--- config.mk ---
export PLATFORM = sky130hd
export DESIGN_NAME = xor_frame_checker_unit
export DESIGN_NICKNAME = d
export VERILOG_FILES = /design/src/rtl/xfc_pkg.sv /design/src/rtl/xfc_frame_state.sv /design/src/rtl/xor_frame_checker_unit.sv
export SDC_FILE = /design/constraint.sdc
export NUM_CORES = 1
export LEC_CHECK = 0
export ABC_CLOCK_PERIOD_IN_PS = 2900
export BUFFER_PORTS_ARGS = -buffer_cell sky130_fd_sc_hd__clkbuf_2
export CORE_MARGIN = 4
export CORE_UTILIZATION = 45
export CTS_BUF_LIST = sky130_fd_sc_hd__clkbuf_4 sky130_fd_sc_hd__clkbuf_8 sky130_fd_sc_hd__clkbuf_16
export DETAILED_ROUTE_END_ITERATION = 10
export GPL_TIMING_DRIVEN = 0
export PLACE_DENSITY = 0.75
export REMOVE_ABC_BUFFERS = 1
export SETUP_SLACK_MARGIN = 0.15
export SYNTH_ARGS = -nofsm -noshare
export SYNTH_HDL_FRONTEND = slang
export SYNTH_SLANG_ARGS = --single-unit
--- constraint.sdc ---
create_clock -name i_clk -period 2.9 [get_ports i_clk]
set_input_delay 0.145 -clock i_clk [delete_from_list [all_inputs] [get_ports i_clk]]
set_output_delay 0.145 -clock i_clk [all_outputs]
set_load 0.03 [all_outputs]
--- src/rtl/xfc_pkg.sv ---
// ----------------------------------------------------------------------------
// xfc_pkg: shared types and constants for the XOR frame checker
// Frame layout positions, result record and stream widths.
// ----------------------------------------------------------------------------
package xfc_pkg;

    // byte positions inside a frame
    localparam int POS_LEN_HI  = 2;   // length word, high byte
    localparam int POS_LEN_LO  = 3;   // length word, low byte
    localparam int POS_CMD     = 6;   // sub-command byte
    localparam int TAIL_DEPTH  = 4;   // check word plus two trailer bytes
    localparam int MIN_FRAME   = 4;   // shortest frame that has a check word

    localparam int CNT_OUT_W   = 11;  // width of the reported byte count
    localparam int IN_TDATA_W  = 8;
    localparam int OUT_TDATA_W = 24;  // 21 result bits padded to whole bytes

    // one result, packed with frame_ok in the lowest bit
    typedef struct packed {
        logic [CNT_OUT_W-1:0] byte_count;
        logic [7:0]           sub_command;
        logic                 length_ok;
        logic                 frame_ok;
    } t_result;

    localparam int RESULT_W = $bits(t_result);

endpackage

--- src/rtl/xfc_frame_state.sv ---
// ----------------------------------------------------------------------------
// xfc_frame_state: per-frame accumulator
// Tracks byte count, length word, sub-command, tail delay line and XOR,
// and forms the frame result from the values after the current byte.
// ----------------------------------------------------------------------------
module xfc_frame_state #(
    parameter int MAX_FRAME = 1024
) (
    input  logic             i_clk,
    input  logic             i_rst_n,
    input  logic             i_take,     // byte transfer this cycle
    input  logic [7:0]       i_byte,
    input  logic             i_last,
    output xfc_pkg::t_result o_result    // valid in the cycle of i_take
);
    import xfc_pkg::*;

    localparam int CW = $clog2(MAX_FRAME + 1);

    logic [CW-1:0] r_count,  n_count;
    logic [15:0]   r_length, n_length;
    logic [7:0]    r_xor,    n_xor;
    logic [7:0]    r_cmd,    n_cmd;
    logic [7:0]    r_tail [TAIL_DEPTH];
    logic [7:0]    n_tail [TAIL_DEPTH];
    logic          too_long;
    logic          len_ok;
    logic          sum_ok;

    always_comb begin
        too_long = (r_count >= CW'(MAX_FRAME));
        n_count  = too_long ? r_count : r_count + CW'(1);

        n_length = r_length;
        n_cmd    = r_cmd;
        if (r_count == CW'(POS_LEN_HI)) begin
            n_length[15:8] = i_byte;
        end else if (r_count == CW'(POS_LEN_LO)) begin
            n_length[7:0] = i_byte;
        end else if (r_count == CW'(POS_CMD)) begin
            n_cmd = i_byte;
        end

        // oldest tail byte drops into the XOR once the line is full
        n_xor = (r_count >= CW'(TAIL_DEPTH)) ? (r_xor ^ r_tail[0]) : r_xor;
        for (int i = 0; i < TAIL_DEPTH - 1; i++) begin
            n_tail[i] = r_tail[i+1];
        end
        n_tail[TAIL_DEPTH-1] = i_byte;

        len_ok = !too_long && (n_count >= CW'(MIN_FRAME)) && (n_length == 16'(n_count));
        // check word is {n_tail[0], n_tail[1]}; XOR is zero-extended
        sum_ok = (n_tail[0] == 8'h00) && (n_tail[1] == n_xor);

        o_result.frame_ok    = len_ok && sum_ok;
        o_result.length_ok   = len_ok;
        o_result.sub_command = n_cmd;
        o_result.byte_count  = CNT_OUT_W'(n_count);
    end

    always_ff @(posedge i_clk) begin
        if (!i_rst_n || (i_take && i_last)) begin
            r_count  <= '0;
            r_length <= '0;
            r_xor    <= '0;
            r_cmd    <= '0;
            for (int i = 0; i < TAIL_DEPTH; i++) begin
                r_tail[i] <= '0;
            end
        end else if (i_take) begin
            r_count  <= n_count;
            r_length <= n_length;
            r_xor    <= n_xor;
            r_cmd    <= n_cmd;
            for (int i = 0; i < TAIL_DEPTH; i++) begin
                r_tail[i] <= n_tail[i];
            end
        end
    end

endmodule

--- src/rtl/xor_frame_checker_unit.sv ---
// ----------------------------------------------------------------------------
// xor_frame_checker_unit: frame length and XOR checksum checker
// Takes one frame byte per transfer and reports one result per frame.
// ----------------------------------------------------------------------------
// Throughput: one byte per cycle while s_axis_tready is high; the per-frame state updates in a single pass.
// The result is registered and appears on m_axis in the cycle after the last byte transfer.
// The result register decouples the sides: bytes keep flowing while a result
// waits; only a last byte that meets a full result register with
// m_axis_tready low is stalled.
// Reset (i_rst_n low, synchronous) clears the frame state and the result valid.
module xor_frame_checker_unit #(
    parameter int MAX_FRAME = 1024
) (
    input  logic       i_clk,
    input  logic       i_rst_n,
    // input byte stream
    input  logic       s_axis_tvalid,
    output logic       s_axis_tready,
    input  logic [7:0] s_axis_tdata,   // [7:0] rx_byte
    input  logic       s_axis_tlast,   // last_byte
    // result stream
    output logic       m_axis_tvalid,
    input  logic       m_axis_tready,
    output logic [xfc_pkg::OUT_TDATA_W-1:0] m_axis_tdata
        // [0] frame_ok, [1] length_ok, [9:2] sub_command, [20:10] byte_count,
        // [23:21] zero
);
    import xfc_pkg::*;

    logic    take;
    t_result result;
    logic    r_m_valid;
    t_result r_m_data;

    // non-final bytes always pass; a final byte needs room for its result
    assign s_axis_tready = !r_m_valid || m_axis_tready || !s_axis_tlast;
    assign take          = s_axis_tvalid && s_axis_tready;

    xfc_frame_state #(
        .MAX_FRAME (MAX_FRAME)
    ) u_state (
        .i_clk    (i_clk),
        .i_rst_n  (i_rst_n),
        .i_take   (take),
        .i_byte   (s_axis_tdata),
        .i_last   (s_axis_tlast),
        .o_result (result)
    );

    // result register: loaded on the last byte of a frame
    always_ff @(posedge i_clk) begin
        if (!i_rst_n) begin
            r_m_valid <= 1'b0;
        end else if (take && s_axis_tlast) begin
            r_m_valid <= 1'b1;
        end else if (m_axis_tready) begin
            r_m_valid <= 1'b0;
        end
    end

    always_ff @(posedge i_clk) begin
        if (take && s_axis_tlast) begin
            r_m_data <= result;
        end
    end

    assign m_axis_tvalid = r_m_valid;
    assign m_axis_tdata  = {(OUT_TDATA_W - RESULT_W)'(0), r_m_data};

endmodule

==> impl_metrics.py <==
metrics = {
    "logic_synthesis": {
        "yosys_register_bits": 97,
        "synth_edf_count": 53,
        "avgSynthCellArea_um2": 10.9,
        "muxShareOfSynthArea_pct": 1.85,
        "synth_compound_area_share_pct": 16.1,
        "ys_seq_area_share_pct": 54.7,
        "synth_xor_area_share_pct": 4.87,
        "async_reset_ff_share_pct": 0,
        "synth.area.top_cells": "edfxtp_1 (35%), dfxtp_1 (19%), a22o_1 (5.2%)",
        "synth_adder_area_share_pct": 0.830,
        "yosysWarningCount": 0,
        "synthSimpleGateAreaFrac_pct": 17.6,
        "synthFlopType": "edfxtp_1",
        "netlist_area_um2": 4520,
        "synth_top_area_cell": "edfxtp_1",
        "synth.top_cell.area_share_pct": 35.2,
        "synthCells": 415,
        "synth_top_family_by_area": "simple AND/OR/NAND/NOR gates",
        "synthDistinctLibCells": 54,
    },
    "setup_path": {
        "cp_max_fo": 7,
        "path_cells": "or4_4 -> buf_6 -> o41ai_4 -> xnor2_1 -> nand3_1 -> or4_4 -> a2111oi_4",
        "endpoint_kind": "register",
        "cpMostUsedCell": "or4_4",
        "slowest_stage": "or4_4",
        "rrSetupSlack_ns": 0.12,
        "required_ns": 3.08,
        "cp_slowest_stage_delay_ns": 0.62,
        "worstSetupPathType": "register to register",
        "arrival_ns": 2.96,
        "start_kind": "register",
    },
    "detailed_routing": {
        "via_count": 3490,
        "drtPass1Iterations": 5,
        "wire_per_inst_um": 17.8,
        "ant_nets": 0,
        "drc_errors": 0,
        "drt_wl_total_mm": 10.7,
        "drt_iter0_markers": 252,
        "viasPerCell": 5.82,
    },
    "power": {
        "power.leakage_uw": 0.00216,
        "power_density_nw_per_um2": 477,
        "vdd_ir_drop_max_v": 0.000313,
        "p_total_uw": 2570,
    },
    "sta": {
        "period_minus_slack_ns": 2.78,
        "timing.final.ws_setup_ns": 0.121,
        "fmax_ghz": 0.360,
        "period_share_pct": 95.8,
        "maxSlewViolCount": 0,
        "setup_viol_count_final": 0,
        "hold_violations": 0,
        "fin_skew_ns": 0.0128,
        "rsz0062_at_grt": "yes",
        "worstMarginPinSlew_ns": 0.871,
        "tns_ns": 0,
        "slew-limit-headroom_pct": 41.9,
    },
    "job": {
        "maxCapViolations": 0,
    },
    "outcome": {
        "status": "finished clean",
    },
    "die": {
        "die_w_um": 108,
        "rows": 36,
        "start_util_pct": 46.3,
        "ios": 39,
        "core_area_um2": 9770,
        "dieArea_um2": 11700,
        "dieHeight_um": 108,
    },
    "cells_and_area": {
        "drive_gt1_share_pct": 25.5,
        "final_util_pct": 55.2,
        "layout_commonest_cell": "edfxtp_1",
        "antenna_cells_inserted": 0,
        "area_delta_synth_final_pct": 19.3,
        "nets": 478,
        "mostFrequentLayoutCells": "edfxtp_1 (53), dfxtp_1 (37), clkbuf_2 (35), o21ai_0 (33), and2_1 (30)",
    },
    "clock_network": {
        "cts_tree": "done",
        "clk_path_buf_depth": 2,
        "numCtsBuffers": 9,
        "htree_levels": 3,
        "cts.sinks": 97,
        "hold_buffers": 0,
        "clkTransAtPathRegs_ns": 0.09,
        "cts-root-buf": "clkbuf_8",
        "clock_latency_ns": 0.37,
    },
    "global_routing": {
        "gr-usage-all-layers_pct": 18.8,
        "antenna_found_initial": 0,
        "grt_max_degree": 37,
        "grt_pass1_wl_mm": 17.1,
        "gr-total-overflow": 0,
        "grt_pass1_vias": 3467,
    },
    "placement": {
        "gp_congestion": 0.902,
        "dp_slack_ns": -0.271,
        "port_buffers": 35,
        "place_hpwl_mm": 6.89,
    },
    "worst_hold_path": {
        "hold_path.class": "primary input to register",
    },
}
## layer usage
metal	GRT usage (%)	up-vias	wire [um]
met5	0	-	0
met2	31.3	140	5330
met1	24.1	1703	4580
met3	3.88	17	613
li1	-	1630	-
met4	7.57	0	158
## Yosys cell counts (2+ instances only)
library cell and number:
edfxtp_1 53, dfxtp_1 44, o21ai_0 34, and2_1 30
a22o_1 27, nand2_1 25, nor2_1 18, clkbuf_1 17
inv_1 16, a21oi_1 11, xnor2_1 11, nor4_1 10
nand3_1 9, xor2_1 9, nand4_1 7, nor3_1 6
nor4b_1 6, a211oi_1 5, mux2i_1 5, o211ai_1 5
o31a_1 5, o31ai_1 5, or3_1 5, and3_1 4
buf_4 3, buf_6 3, ha_1 3, mux2_2 3
or2_2 3, nand2b_1 2, nand3b_1 2, nand4b_1 2
o22ai_1 2, o41ai_1 2, or4_1 2, or4_4 2
xnor3_1 2
## kinds of logic after synthesis
logic type	count (synthesis)
AO/OA/AOI/OAI	105
XOR/XNOR	22
adder cells (fa/ha/maj)	3
buffers and inverters	40
flip-flops	97
multiplexers	8
other	1
AND/OR/NAND/NOR	139
## path summary, 6_finish.rpt
path,from,to,cells past startpoint
worst max-delay path,u_state.r_count[8],m_axis_tdata[0],7
worst min-delay path,i_rst_n,u_state.r_count[10],2
worst max register to register,u_state.r_count[8],m_axis_tdata[0],7
worst min register to register,u_state.r_length[0],u_state.r_length[0],1
## critical path, delay by kind of cell (launching register included)
family | cells | cell delay, ns
buffers and inverters | 1 | 0.16
DFF | 1 | 0.37
AOI/OAI and AO/OA | 2 | 0.61
xor gates and xnor gates | 1 | 0.17
and+or+nand+nor | 3 | 1.28
## state kept, by name, summed over array words and instances (netlist names)
name / count
m_axis_tvalid: 1
u_state.r_length: 16
u_state.r_xor: 8
u_state.r_tail: 32
u_state.r_cmd: 8
u_state.r_count: 11
m_axis_tdata: 21
## stage by stage
stage / std cells / instance area [um2] / hold slack, ns
after floorplan: 393 / 4410 / 0.267
after global placement: 561 / 4750 / 0.390
final: 600 / 5400 / 0.0292
after detailed placement: 563 / 4780 / 0.402
after global routing: 600 / 5400 / 0.0247
after CTS: 589 / 5140 / 0.00568
## cell type report
cell class	instances	area, um2
Clock inverter	4	31.3
Timing Repair Buffer	57	379
Multi-Input combinational cell	281	2110
Tap cell	133	166
Clock buffer	12	170
Inverter	16	60.1
Fill cell	834	4380
Sequential cell	97	2480
## where the power goes
group	total (uW)	internal (uW)	switching, uW	leakage [uW]
Clock	878	404	475	0.000106
Combinational	184	59.8	124	0.00114
Sequential	1510	1490	23.6	0.000913
Total	2570	1950	622	0.00216
## repair_timing
item | CTS | global route
endpoints found under the setup margin | 2 | 8
buffers inserted | 9 | 10
endpoints found under the hold margin | 0 | 0
cloned | 1 | 0
gates resized for setup | 16 | 30
pin swaps | 6 | 14
(Power assumes the default switching activity.)
